`src/hdl/srrw_pkg.sv`:
```
// Shared types and constants for the semaphore table.
// No dependencies.
package srrw_pkg;

  localparam int FUNC_W = 2;
  localparam int SID_W  = 3;
  localparam int CNT_W  = 7;
  localparam int PID_W  = 3;
  localparam int MASK_W = 8;

  localparam logic [FUNC_W-1:0] FUNC_INIT = 2'd0;
  localparam logic [FUNC_W-1:0] FUNC_POST = 2'd1;
  localparam logic [FUNC_W-1:0] FUNC_WAIT = 2'd2;

  localparam logic [CNT_W-1:0] COUNT_MAX = 7'd127;

  localparam int QUEUE_DEPTH = 2;

  // decoded operation; NOP covers unused func codes and absent semaphores
  typedef enum logic [1:0] {
    OP_NOP,
    OP_INIT,
    OP_POST,
    OP_WAIT
  } op_t;

  typedef struct packed {
    op_t              op;
    logic [SID_W-1:0] sem;
    logic [CNT_W-1:0] init_value;
    logic [PID_W-1:0] proc;
    logic             proc_ok;
  } cmd_t;

  typedef enum logic [0:0] {
    ST_IDLE,
    ST_SCAN
  } back_state_t;

endpackage

```
`src/hdl/srrw_front.sv`:
```
// Front end: accepts requests, classifies them into commands, holds one.
// Depends on srrw_pkg.
module srrw_front #(
  parameter int NUM_SEMS  = 8,
  parameter int NUM_PROCS = 8
) (
  input  logic                        clk,
  input  logic                        rst_n,
  input  logic                        in_valid,
  output logic                        in_stall,
  input  logic [srrw_pkg::FUNC_W-1:0] in_func,
  input  logic [srrw_pkg::SID_W-1:0]  in_sem_id,
  input  logic [srrw_pkg::CNT_W-1:0]  in_init_value,
  input  logic [srrw_pkg::PID_W-1:0]  in_process_id,
  output logic                        push_valid,
  input  logic                        push_ready,
  output srrw_pkg::cmd_t              push_cmd
);
  import srrw_pkg::*;

  logic front_v_r;
  cmd_t cmd_r;
  cmd_t cmd_nxt;
  logic sem_ok;
  logic take;

  assign sem_ok = 32'(in_sem_id) < NUM_SEMS;

  always_comb begin
    cmd_nxt.sem        = in_sem_id;
    cmd_nxt.init_value = in_init_value;
    cmd_nxt.proc       = in_process_id;
    cmd_nxt.proc_ok    = 32'(in_process_id) < NUM_PROCS;
    unique case (in_func)
      FUNC_INIT: cmd_nxt.op = OP_INIT;
      FUNC_POST: cmd_nxt.op = OP_POST;
      FUNC_WAIT: cmd_nxt.op = OP_WAIT;
      default:   cmd_nxt.op = OP_NOP;
    endcase
    if (!sem_ok) begin
      cmd_nxt.op = OP_NOP;
    end
  end

  assign in_stall   = front_v_r && !push_ready;
  assign take       = in_valid && !in_stall;
  assign push_valid = front_v_r;
  assign push_cmd   = cmd_r;

  always_ff @(posedge clk) begin
    if (!rst_n) begin
      front_v_r <= 1'b0;
    end else if (take) begin
      front_v_r <= 1'b1;
    end else if (push_ready) begin
      front_v_r <= 1'b0;
    end
  end

  always_ff @(posedge clk) begin
    if (take) begin
      cmd_r <= cmd_nxt;
    end
  end

endmodule

```
`src/hdl/srrw_queue.sv`:
```
// Short command queue between front end and back end.
// Depends on srrw_pkg.
module srrw_queue (
  input  logic           clk,
  input  logic           rst_n,
  input  logic           push_valid,
  output logic           push_ready,
  input  srrw_pkg::cmd_t push_cmd,
  output logic           head_valid,
  input  logic           pop,
  output srrw_pkg::cmd_t head_cmd
);
  import srrw_pkg::*;

  localparam int QW = (QUEUE_DEPTH > 1) ? $clog2(QUEUE_DEPTH) : 1;
  localparam int CW = $clog2(QUEUE_DEPTH + 1);

  cmd_t          mem_r [QUEUE_DEPTH];
  logic [QW-1:0] wr_r;
  logic [QW-1:0] rd_r;
  logic [CW-1:0] cnt_r;
  logic          do_push;
  logic          do_pop;

  function automatic logic [QW-1:0] ptr_inc(input logic [QW-1:0] p);
    ptr_inc = (p == QW'(QUEUE_DEPTH - 1)) ? '0 : p + QW'(1);
  endfunction

  assign push_ready = cnt_r != CW'(QUEUE_DEPTH);
  assign head_valid = cnt_r != '0;
  assign head_cmd   = mem_r[rd_r];
  assign do_push    = push_valid && push_ready;
  assign do_pop     = pop && head_valid;

  always_ff @(posedge clk) begin
    if (!rst_n) begin
      wr_r  <= '0;
      rd_r  <= '0;
      cnt_r <= '0;
    end else begin
      if (do_push) begin
        wr_r <= ptr_inc(wr_r);
      end
      if (do_pop) begin
        rd_r <= ptr_inc(rd_r);
      end
      if (do_push && !do_pop) begin
        cnt_r <= cnt_r + CW'(1);
      end else if (do_pop && !do_push) begin
        cnt_r <= cnt_r - CW'(1);
      end
    end
  end

  always_ff @(posedge clk) begin
    if (do_push) begin
      mem_r[wr_r] <= push_cmd;
    end
  end

endmodule

```
`src/hdl/srrw_back.sv`:
```
// Back end: semaphore state, round-robin waiter scan, result register.
// Depends on srrw_pkg.
module srrw_back #(
  parameter int NUM_SEMS  = 8,
  parameter int NUM_PROCS = 8
) (
  input  logic                        clk,
  input  logic                        rst_n,
  input  logic                        q_valid,
  input  srrw_pkg::cmd_t              q_cmd,
  output logic                        q_pop,
  output logic                        out_valid,
  input  logic                        out_stall,
  output logic                        out_granted,
  output logic                        out_woke_valid,
  output logic [srrw_pkg::PID_W-1:0]  out_woke_process,
  output logic [srrw_pkg::MASK_W-1:0] out_blocked_mask
);
  import srrw_pkg::*;

  // only semaphores reachable through the id field need storage
  localparam int SEM_DEPTH = (NUM_SEMS < 2 ** SID_W) ? NUM_SEMS : 2 ** SID_W;
  localparam int SEM_IW    = (SEM_DEPTH > 1) ? $clog2(SEM_DEPTH) : 1;
  localparam int PW        = $clog2(NUM_PROCS);

  back_state_t state_r, state_nxt;

  logic [CNT_W-1:0]     cnt_r  [SEM_DEPTH];
  logic [NUM_PROCS-1:0] wait_r [SEM_DEPTH];
  logic [PW-1:0]        last_r [SEM_DEPTH];
  logic [NUM_PROCS-1:0] blk_r;

  logic [SEM_IW-1:0] cur_sem_r;
  logic [PW-1:0]     scan_p_r;

  logic              out_valid_r;
  logic              out_granted_r;
  logic              out_woke_valid_r;
  logic [PID_W-1:0]  out_woke_process_r;
  logic [MASK_W-1:0] out_blocked_r;

  logic                 out_free;
  logic [SEM_IW-1:0]    si_head;
  logic [PW-1:0]        pi_head;
  logic [CNT_W-1:0]     head_cnt;
  logic [NUM_PROCS-1:0] head_wait;
  logic [PW-1:0]        head_last;
  logic [PW-1:0]        head_start;
  logic                 needs_scan;
  logic [NUM_PROCS-1:0] cur_wait;
  logic                 hit;
  logic [PW-1:0]        scan_p_next;
  logic [NUM_PROCS-1:0] p_bit;
  logic [NUM_PROCS-1:0] wake_bit;
  logic                 exec_granted;
  logic                 exec_block;
  logic [NUM_PROCS-1:0] exec_blk;
  logic [NUM_PROCS-1:0] wake_blk;

  logic exec_now;
  logic start_scan;
  logic wake_now;
  logic advance;

  assign out_free    = !out_valid_r || !out_stall;
  assign si_head     = q_cmd.sem[SEM_IW-1:0];
  assign pi_head     = q_cmd.proc[PW-1:0];
  assign head_cnt    = cnt_r[si_head];
  assign head_wait   = wait_r[si_head];
  assign head_last   = last_r[si_head];
  assign head_start  = (head_last == PW'(NUM_PROCS - 1)) ? '0 : head_last + PW'(1);
  assign needs_scan  = (q_cmd.op == OP_POST) && (head_wait != '0);
  assign cur_wait    = wait_r[cur_sem_r];
  assign hit         = cur_wait[scan_p_r];
  assign scan_p_next = (scan_p_r == PW'(NUM_PROCS - 1)) ? '0 : scan_p_r + PW'(1);

  assign p_bit        = NUM_PROCS'(1) << pi_head;
  assign wake_bit     = NUM_PROCS'(1) << scan_p_r;
  assign exec_granted = (q_cmd.op == OP_WAIT) && (head_cnt != '0);
  assign exec_block   = (q_cmd.op == OP_WAIT) && (head_cnt == '0) && q_cmd.proc_ok;
  assign exec_blk     = exec_block ? (blk_r | p_bit) : blk_r;
  assign wake_blk     = blk_r & ~wake_bit;

  // control outputs
  always_comb begin
    q_pop      = 1'b0;
    exec_now   = 1'b0;
    start_scan = 1'b0;
    wake_now   = 1'b0;
    advance    = 1'b0;
    unique case (state_r)
      ST_IDLE: begin
        if (q_valid && out_free) begin
          q_pop = 1'b1;
          if (needs_scan) begin
            start_scan = 1'b1;
          end else begin
            exec_now = 1'b1;
          end
        end
      end
      ST_SCAN: begin
        if (!hit) begin
          advance = 1'b1;
        end else if (out_free) begin
          wake_now = 1'b1;
        end
      end
      default: ;
    endcase
  end

  // next state
  always_comb begin
    state_nxt = state_r;
    unique case (state_r)
      ST_IDLE: begin
        if (start_scan) begin
          state_nxt = ST_SCAN;
        end
      end
      ST_SCAN: begin
        if (wake_now) begin
          state_nxt = ST_IDLE;
        end
      end
      default: state_nxt = ST_IDLE;
    endcase
  end

  always_ff @(posedge clk) begin
    if (!rst_n) begin
      state_r <= ST_IDLE;
      blk_r   <= '0;
      for (int s = 0; s < SEM_DEPTH; s++) begin
        cnt_r[s]  <= '0;
        wait_r[s] <= '0;
        last_r[s] <= '0;
      end
    end else begin
      state_r <= state_nxt;
      if (exec_now) begin
        unique case (q_cmd.op)
          OP_INIT: begin
            cnt_r[si_head]  <= q_cmd.init_value;
            wait_r[si_head] <= '0;
            last_r[si_head] <= '0;
          end
          OP_POST: begin
            if (head_cnt != COUNT_MAX) begin
              cnt_r[si_head] <= head_cnt + CNT_W'(1);
            end
          end
          OP_WAIT: begin
            if (exec_granted) begin
              cnt_r[si_head] <= head_cnt - CNT_W'(1);
            end else if (exec_block) begin
              wait_r[si_head] <= head_wait | p_bit;
            end
          end
          OP_NOP: ;
          default: ;
        endcase
        blk_r <= exec_blk;
      end
      if (wake_now) begin
        wait_r[cur_sem_r] <= cur_wait & ~wake_bit;
        last_r[cur_sem_r] <= scan_p_r;
        blk_r             <= wake_blk;
      end
    end
  end

  always_ff @(posedge clk) begin
    if (start_scan) begin
      cur_sem_r <= si_head;
      scan_p_r  <= head_start;
    end else if (advance) begin
      scan_p_r <= scan_p_next;
    end
  end

  always_ff @(posedge clk) begin
    if (!rst_n) begin
      out_valid_r <= 1'b0;
    end else if (exec_now || wake_now) begin
      out_valid_r <= 1'b1;
    end else if (!out_stall) begin
      out_valid_r <= 1'b0;
    end
  end

  always_ff @(posedge clk) begin
    if (exec_now) begin
      out_granted_r      <= exec_granted;
      out_woke_valid_r   <= 1'b0;
      out_woke_process_r <= '0;
      out_blocked_r      <= MASK_W'(exec_blk);
    end else if (wake_now) begin
      out_granted_r      <= 1'b0;
      out_woke_valid_r   <= 1'b1;
      out_woke_process_r <= PID_W'(scan_p_r);
      out_blocked_r      <= MASK_W'(wake_blk);
    end
  end

  assign out_valid        = out_valid_r;
  assign out_granted      = out_granted_r;
  assign out_woke_valid   = out_woke_valid_r;
  assign out_woke_process = out_woke_process_r;
  assign out_blocked_mask = out_blocked_r;

endmodule

```
`src/hdl/semaphore_round_robin_wake.sv`:
```
// Top level of the counting semaphore table with round-robin wake-up.
// Depends on srrw_pkg, srrw_front, srrw_queue, srrw_back.
//
//   channel | ports                                                | role
//   --------+------------------------------------------------------+-------------------
//   in      | in_valid in_stall in_func in_sem_id in_init_value    | one request
//           | in_process_id                                        |
//   out     | out_valid out_stall out_granted out_woke_valid       | one result/request
//           | out_woke_process out_blocked_mask                    |
//
// Init, wait, post with no waiters and ignored requests need no back-end scan, so a
// steady stream of them moves at one request per cycle while out_stall is low.
// Post on a semaphore with waiters: the back end scans waiter bits one per cycle,
// starting after the last process woken, until it finds a waiter to wake.
// Reset (rst_n low, synchronous) clears all counts, waiter sets, pointers and
// the blocked mask at once; no clearing pass.
// out_stall holds the result register; the two-entry queue and front register
// keep taking requests until they fill, then in_stall rises.
module semaphore_round_robin_wake #(
  parameter int NUM_SEMS  = 8,
  parameter int NUM_PROCS = 8
) (
  input  logic                        clk,
  input  logic                        rst_n,
  input  logic                        in_valid,
  output logic                        in_stall,
  input  logic [srrw_pkg::FUNC_W-1:0] in_func,
  input  logic [srrw_pkg::SID_W-1:0]  in_sem_id,
  input  logic [srrw_pkg::CNT_W-1:0]  in_init_value,
  input  logic [srrw_pkg::PID_W-1:0]  in_process_id,
  output logic                        out_valid,
  input  logic                        out_stall,
  output logic                        out_granted,
  output logic                        out_woke_valid,
  output logic [srrw_pkg::PID_W-1:0]  out_woke_process,
  output logic [srrw_pkg::MASK_W-1:0] out_blocked_mask
);
  import srrw_pkg::*;

  // front -> queue
  logic push_valid;
  logic push_ready;
  cmd_t push_cmd;

  // queue -> back
  logic head_valid;
  logic head_pop;
  cmd_t head_cmd;

  // classify: unused func codes and absent semaphores become no-ops
  srrw_front #(
    .NUM_SEMS  (NUM_SEMS),
    .NUM_PROCS (NUM_PROCS)
  ) u_front (
    .clk           (clk),
    .rst_n         (rst_n),
    .in_valid      (in_valid),
    .in_stall      (in_stall),
    .in_func       (in_func),
    .in_sem_id     (in_sem_id),
    .in_init_value (in_init_value),
    .in_process_id (in_process_id),
    .push_valid    (push_valid),
    .push_ready    (push_ready),
    .push_cmd      (push_cmd)
  );

  // decouples classification from the multi-cycle waiter scan
  srrw_queue u_queue (
    .clk        (clk),
    .rst_n      (rst_n),
    .push_valid (push_valid),
    .push_ready (push_ready),
    .push_cmd   (push_cmd),
    .head_valid (head_valid),
    .pop        (head_pop),
    .head_cmd   (head_cmd)
  );

  // executes commands in order against the semaphore state
  srrw_back #(
    .NUM_SEMS  (NUM_SEMS),
    .NUM_PROCS (NUM_PROCS)
  ) u_back (
    .clk              (clk),
    .rst_n            (rst_n),
    .q_valid          (head_valid),
    .q_cmd            (head_cmd),
    .q_pop            (head_pop),
    .out_valid        (out_valid),
    .out_stall        (out_stall),
    .out_granted      (out_granted),
    .out_woke_valid   (out_woke_valid),
    .out_woke_process (out_woke_process),
    .out_blocked_mask (out_blocked_mask)
  );

endmodule

```
`config.mk`:
```
export PLATFORM = sky130hd
export DESIGN_NAME = semaphore_round_robin_wake
export DESIGN_NICKNAME = d
export VERILOG_FILES = /design/src/hdl/srrw_pkg.sv /design/src/hdl/srrw_front.sv /design/src/hdl/srrw_queue.sv /design/src/hdl/srrw_back.sv /design/src/hdl/semaphore_round_robin_wake.sv
export SDC_FILE = /design/constraint.sdc
export NUM_CORES = 1
export LEC_CHECK = 0
export ABC_AREA = 1
export BUFFER_PORTS_ARGS = -buffer_cell sky130_fd_sc_hd__buf_4
export CAP_MARGIN = 20
export CORE_MARGIN = 8
export CORE_UTILIZATION = 45
export DETAILED_ROUTE_END_ITERATION = 10
export SYNTH_ARGS = -nofsm -noshare
export SYNTH_HDL_FRONTEND = slang
export SYNTH_SLANG_ARGS = --single-unit
```
`constraint.sdc`:
```
create_clock -name clk -period 4.5 [get_ports clk]
set_clock_uncertainty 0.15 [all_clocks]
set_input_delay 0.9 -clock clk [delete_from_list [all_inputs] [get_ports clk]]
set_output_delay 0.9 -clock clk [all_outputs]
set_load 0.1 [all_outputs]
```
==> implementation parameters <==
Parameter                              Value

Timing
  Hold Vio Cnt, Final    0
  Fmax achieved    247 MHz
  Minimum clock period    4.05 ns
  Relative slew slack    45.1%
  Final max-slew violation count    0
  Worst slew pin tran    0.824 ns
  Smallest setup slack after layout    0.449 ns
  Final clock period utilization by the worst path    around nine tenths
  Setup repair after global routing missed its margin    false
  Final setup violating endpoints    0
  Setup Total Neg Slack    0 ns

Routing
  DR DRC count    0
  Total number of vias    9,400
  Starting DRC count in detailed routing    roughly 960
  Vias per cell    5.19
  Routed Wire Length    31,500 um
  1st-pass router iterations    5
  Post-DR wirelength/cell    17.4 um
  Remaining number of nets flagged by the antenna check after routing    0

Place
  Routability-driven placement congestion ratio    about 0.86
  Placed instance area    12,600 sq um
  Number of buffers added on ports    33
  Placement-stage worst setup slack    0.478 ns
  Instance count after placement with tap cells included    approximately 1,800
  Sum of net half-perimeters after detailed placement    21,600 um

Synth
  Dominant cell type by area after synthesis    sky130_fd_sc_hd__edfxtp_1
  Top cell type's share of synthesized area    51.5%
  Leading register cell type out of synthesis    sky130_fd_sc_hd__edfxtp_1
  Top post-synthesis cells by area    sky130_fd_sc_hd__edfxtp_1, sky130_fd_sc_hd__nand2_1, sky130_fd_sc_hd__nor2_1
  Post-synthesis async set-or-reset flop share    0%
  Number of flip-flops and latches in the synthesized netlist    about 230
  Post-Synthesis Cells    1,403
  Number of distinct library cells after synthesis    44
  Avg Cell Area, Syn    8.48 sq um
  Number of enable flip-flop cells after synthesis    ~200
  Sequential share of the synthesized area    55.4%
  Number of nets in the synthesized netlist    1,437
  Synth warnings    0
  Synthesized area    11,900 sq um

Clock network
  Clock edge transition at the registers on the reported setup and hold paths    0.06 ns
  Cts bufs inserted    25
  Post-CTS resize count    0
  Clock latency reported for the late side of the worst-skew pair    0.55 ns
  Count of H-tree levels built during CTS    1
  Clock root buffer master    sky130_fd_sc_hd__clkbuf_16
  Number of buffers between clock root and the deepest sink    3
  Post CTS Setup Buffer Count    0
  CTS Hold Buffers Added    0
  Clock tree from TritonCTS    yes
  Sinks on the clock net    227

Global route
  Via count of the first global-routing pass    a little over 9,000
  Initial antenna violation count    0
  Maximum number of pins on one net before global-route repair    56
  Aggregate global-route resource usage    20.1%
  Global-route congestion overflow total    0
  Wire length of the first global-routing pass    49,800 um

Worst setup path
  Required time of the critical path    4.60 ns
  Largest fanout on the critical path    14
  Kind of critical path    register to register
  Category of the worst setup path capture point    register
  Startpoint type of the worst setup path    register
  Data arrival time of the worst path    4.15 ns
  Worst reg-to-reg path cell count    16

Die
  Initial standard-cell utilization of the core    45.8%
  Number of top-level pins    34
  Die outline width    179 um
  Std cell rows    59
  Floorplan core area    26,000 sq um
  Die Ht    around 180 um
  Floorplan die area    31,900 sq um

Layout
  Final-stage net count    between 1,000 and 1,500
  Final std cells w/o fill    about 1,800
  # diodes    0
  Share of layout cells above drive strength 1    10.9%
  Finished Cell Area    approximately 13,000 sq um
  Fillcell total    2,478
  Area growth, synth to finish    12.5%

Power and ir drop
  Pwr dens    625 nW/um^2
  Maximum ir drop on the vdd rail    0.581 mV
  Leakage power    0.00579 uW

Run
  Number of violations of the max-capacitance limit    0

Status
  Result of the run    finished clean

Worst hold path
  Number of cells on the worst hold path    0
  Worst min path class    register to register
flip-flops by register name (all words and copies together) (netlist names), 3 cells and up, named ones only:
register and cells:
u_back.blk_r 8, u_back.scan_p_r 3, u_back.out_blocked_mask 8, u_back.out_woke_process 3
u_back.wait_r 64, u_back.cnt_r 56, u_front.push_cmd 15, u_back.cur_sem_r 3
u_queue.mem_r 30, u_back.last_r 24
cells in the mapped netlist (8+ instances only):
cell type                  count
sky130_fd_sc_hd__ha_1         15
sky130_fd_sc_hd__nand4_1      11
sky130_fd_sc_hd__o21ai_0      38
sky130_fd_sc_hd__clkbuf_1     12
sky130_fd_sc_hd__nor2_1      203
sky130_fd_sc_hd__nand2_1     532
sky130_fd_sc_hd__nor3_1        8
sky130_fd_sc_hd__dfxtp_1      23
sky130_fd_sc_hd__buf_2        25
sky130_fd_sc_hd__nand3_4      10
sky130_fd_sc_hd__buf_6         8
sky130_fd_sc_hd__inv_1       129
sky130_fd_sc_hd__nand3_1      87
sky130_fd_sc_hd__nand2_2       9
sky130_fd_sc_hd__a21oi_1      27
sky130_fd_sc_hd__edfxtp_1    204
cell families after synthesis:
group                      synth area share [%]
buffers and inverters                      6.76
xor gates and xnor gates                  0.442
adders and majority gates                  1.58
AOI/OAI and AO/OA                          3.81
and+or+nand+nor                            31.8
DFF                                        55.4
muxes                                     0.252
critical path, stage by stage, from the launching register on:
cell and delay [ns]:
sky130_fd_sc_hd__dfxtp_1 0.59, sky130_fd_sc_hd__o21a_1 0.59, sky130_fd_sc_hd__nand3_1 0.32, sky130_fd_sc_hd__nor2_1 0.17, sky130_fd_sc_hd__a21oi_1 0.06, sky130_fd_sc_hd__nand3_1 0.15
sky130_fd_sc_hd__inv_1 0.10, sky130_fd_sc_hd__ha_1 0.20, sky130_fd_sc_hd__inv_1 0.05, sky130_fd_sc_hd__nor2_1 0.06, sky130_fd_sc_hd__nand3_4 0.12, sky130_fd_sc_hd__nor2_8 0.06
sky130_fd_sc_hd__nand4_4 0.10, sky130_fd_sc_hd__buf_4 0.19, sky130_fd_sc_hd__nor2_1 0.05, sky130_fd_sc_hd__a21oi_1 0.63, sky130_fd_sc_hd__nor2_1 0.13
worst paths after layout:
kind,slack [ns],to,startpoint
max,0.45,u_back.wait_r[0][5],register
min,0.30,u_queue.mem_r[1][6],u_front.push_cmd[7]
max reg2reg,0.45,u_back.wait_r[0][5],register
min reg2reg,0.30,u_queue.mem_r[1][6],u_front.push_cmd[7]
power by group:
group	total (uW)	leakage (uW)	internal, uW	switching (uW)
registers	2720	0.00224	2580	137
clock network	1870	0.000363	1030	840
logic	3770	0.00319	966	2800
total	8360	0.00579	4590	3780
placed cells by master, fill, tap and decap left out, types with 3 or more instances in the layout:
| cell | count |
|---|---|
| sky130_fd_sc_hd__clkinv_2 | 4 |
| sky130_fd_sc_hd__clkbuf_1 | 8 |
| sky130_fd_sc_hd__o22ai_1 | 3 |
| sky130_fd_sc_hd__nand3_1 | 87 |
| sky130_fd_sc_hd__clkinv_1 | 7 |
| sky130_fd_sc_hd__nand2_2 | 9 |
| sky130_fd_sc_hd__o21ai_0 | 38 |
| sky130_fd_sc_hd__nor2_4 | 3 |
| sky130_fd_sc_hd__nand2_1 | 532 |
| sky130_fd_sc_hd__or2_2 | 6 |
| sky130_fd_sc_hd__a21oi_1 | 27 |
| sky130_fd_sc_hd__nor3_1 | 8 |
| sky130_fd_sc_hd__nand3_4 | 10 |
| sky130_fd_sc_hd__mux2i_1 | 3 |
| sky130_fd_sc_hd__nor2_1 | 203 |
| sky130_fd_sc_hd__xor2_1 | 4 |
| sky130_fd_sc_hd__clkbuf_16 | 25 |
| sky130_fd_sc_hd__inv_2 | 6 |
| sky130_fd_sc_hd__buf_12 | 3 |
| sky130_fd_sc_hd__nand4_1 | 11 |
| sky130_fd_sc_hd__nand2_4 | 4 |
| sky130_fd_sc_hd__ha_1 | 15 |
| sky130_fd_sc_hd__edfxtp_1 | 204 |
| sky130_fd_sc_hd__dfxtp_1 | 23 |
| sky130_fd_sc_hd__inv_1 | 129 |
| sky130_fd_sc_hd__nor2_2 | 4 |
| sky130_fd_sc_hd__buf_4 | 75 |
per-stage QoR:
stage	hold slack [ns]	total power [uW]	utilization, %
after floorplan	0.271	5450	-
after global placement	0.274	6510	48.7
after detailed placement	0.283	6520	48.7
after CTS	0.299	8400	51.5
after global routing	0.316	8860	51.5
final	0.296	8360	51.5
layer usage:
layer	global-route usage (%)	share of wire, %
met5	0	0
met4	6.89	3.2
met3	2.67	6.0
met2	33.8	48
met1	26.3	43
area by class of cell:
type	count	area, sq um	area share [%]
Timing Repair Buffer	78	623	4.66
Multi-Input combinational cell	990	4510	33.7
Clock inverter	13	82.6	0.617
Tap cell	335	419	3.13
Inverter	136	510	3.81
Clock buffer	33	656	4.90
Sequential cell	227	6590	49.2
Note: power is estimated with default switching activity, not from simulation.
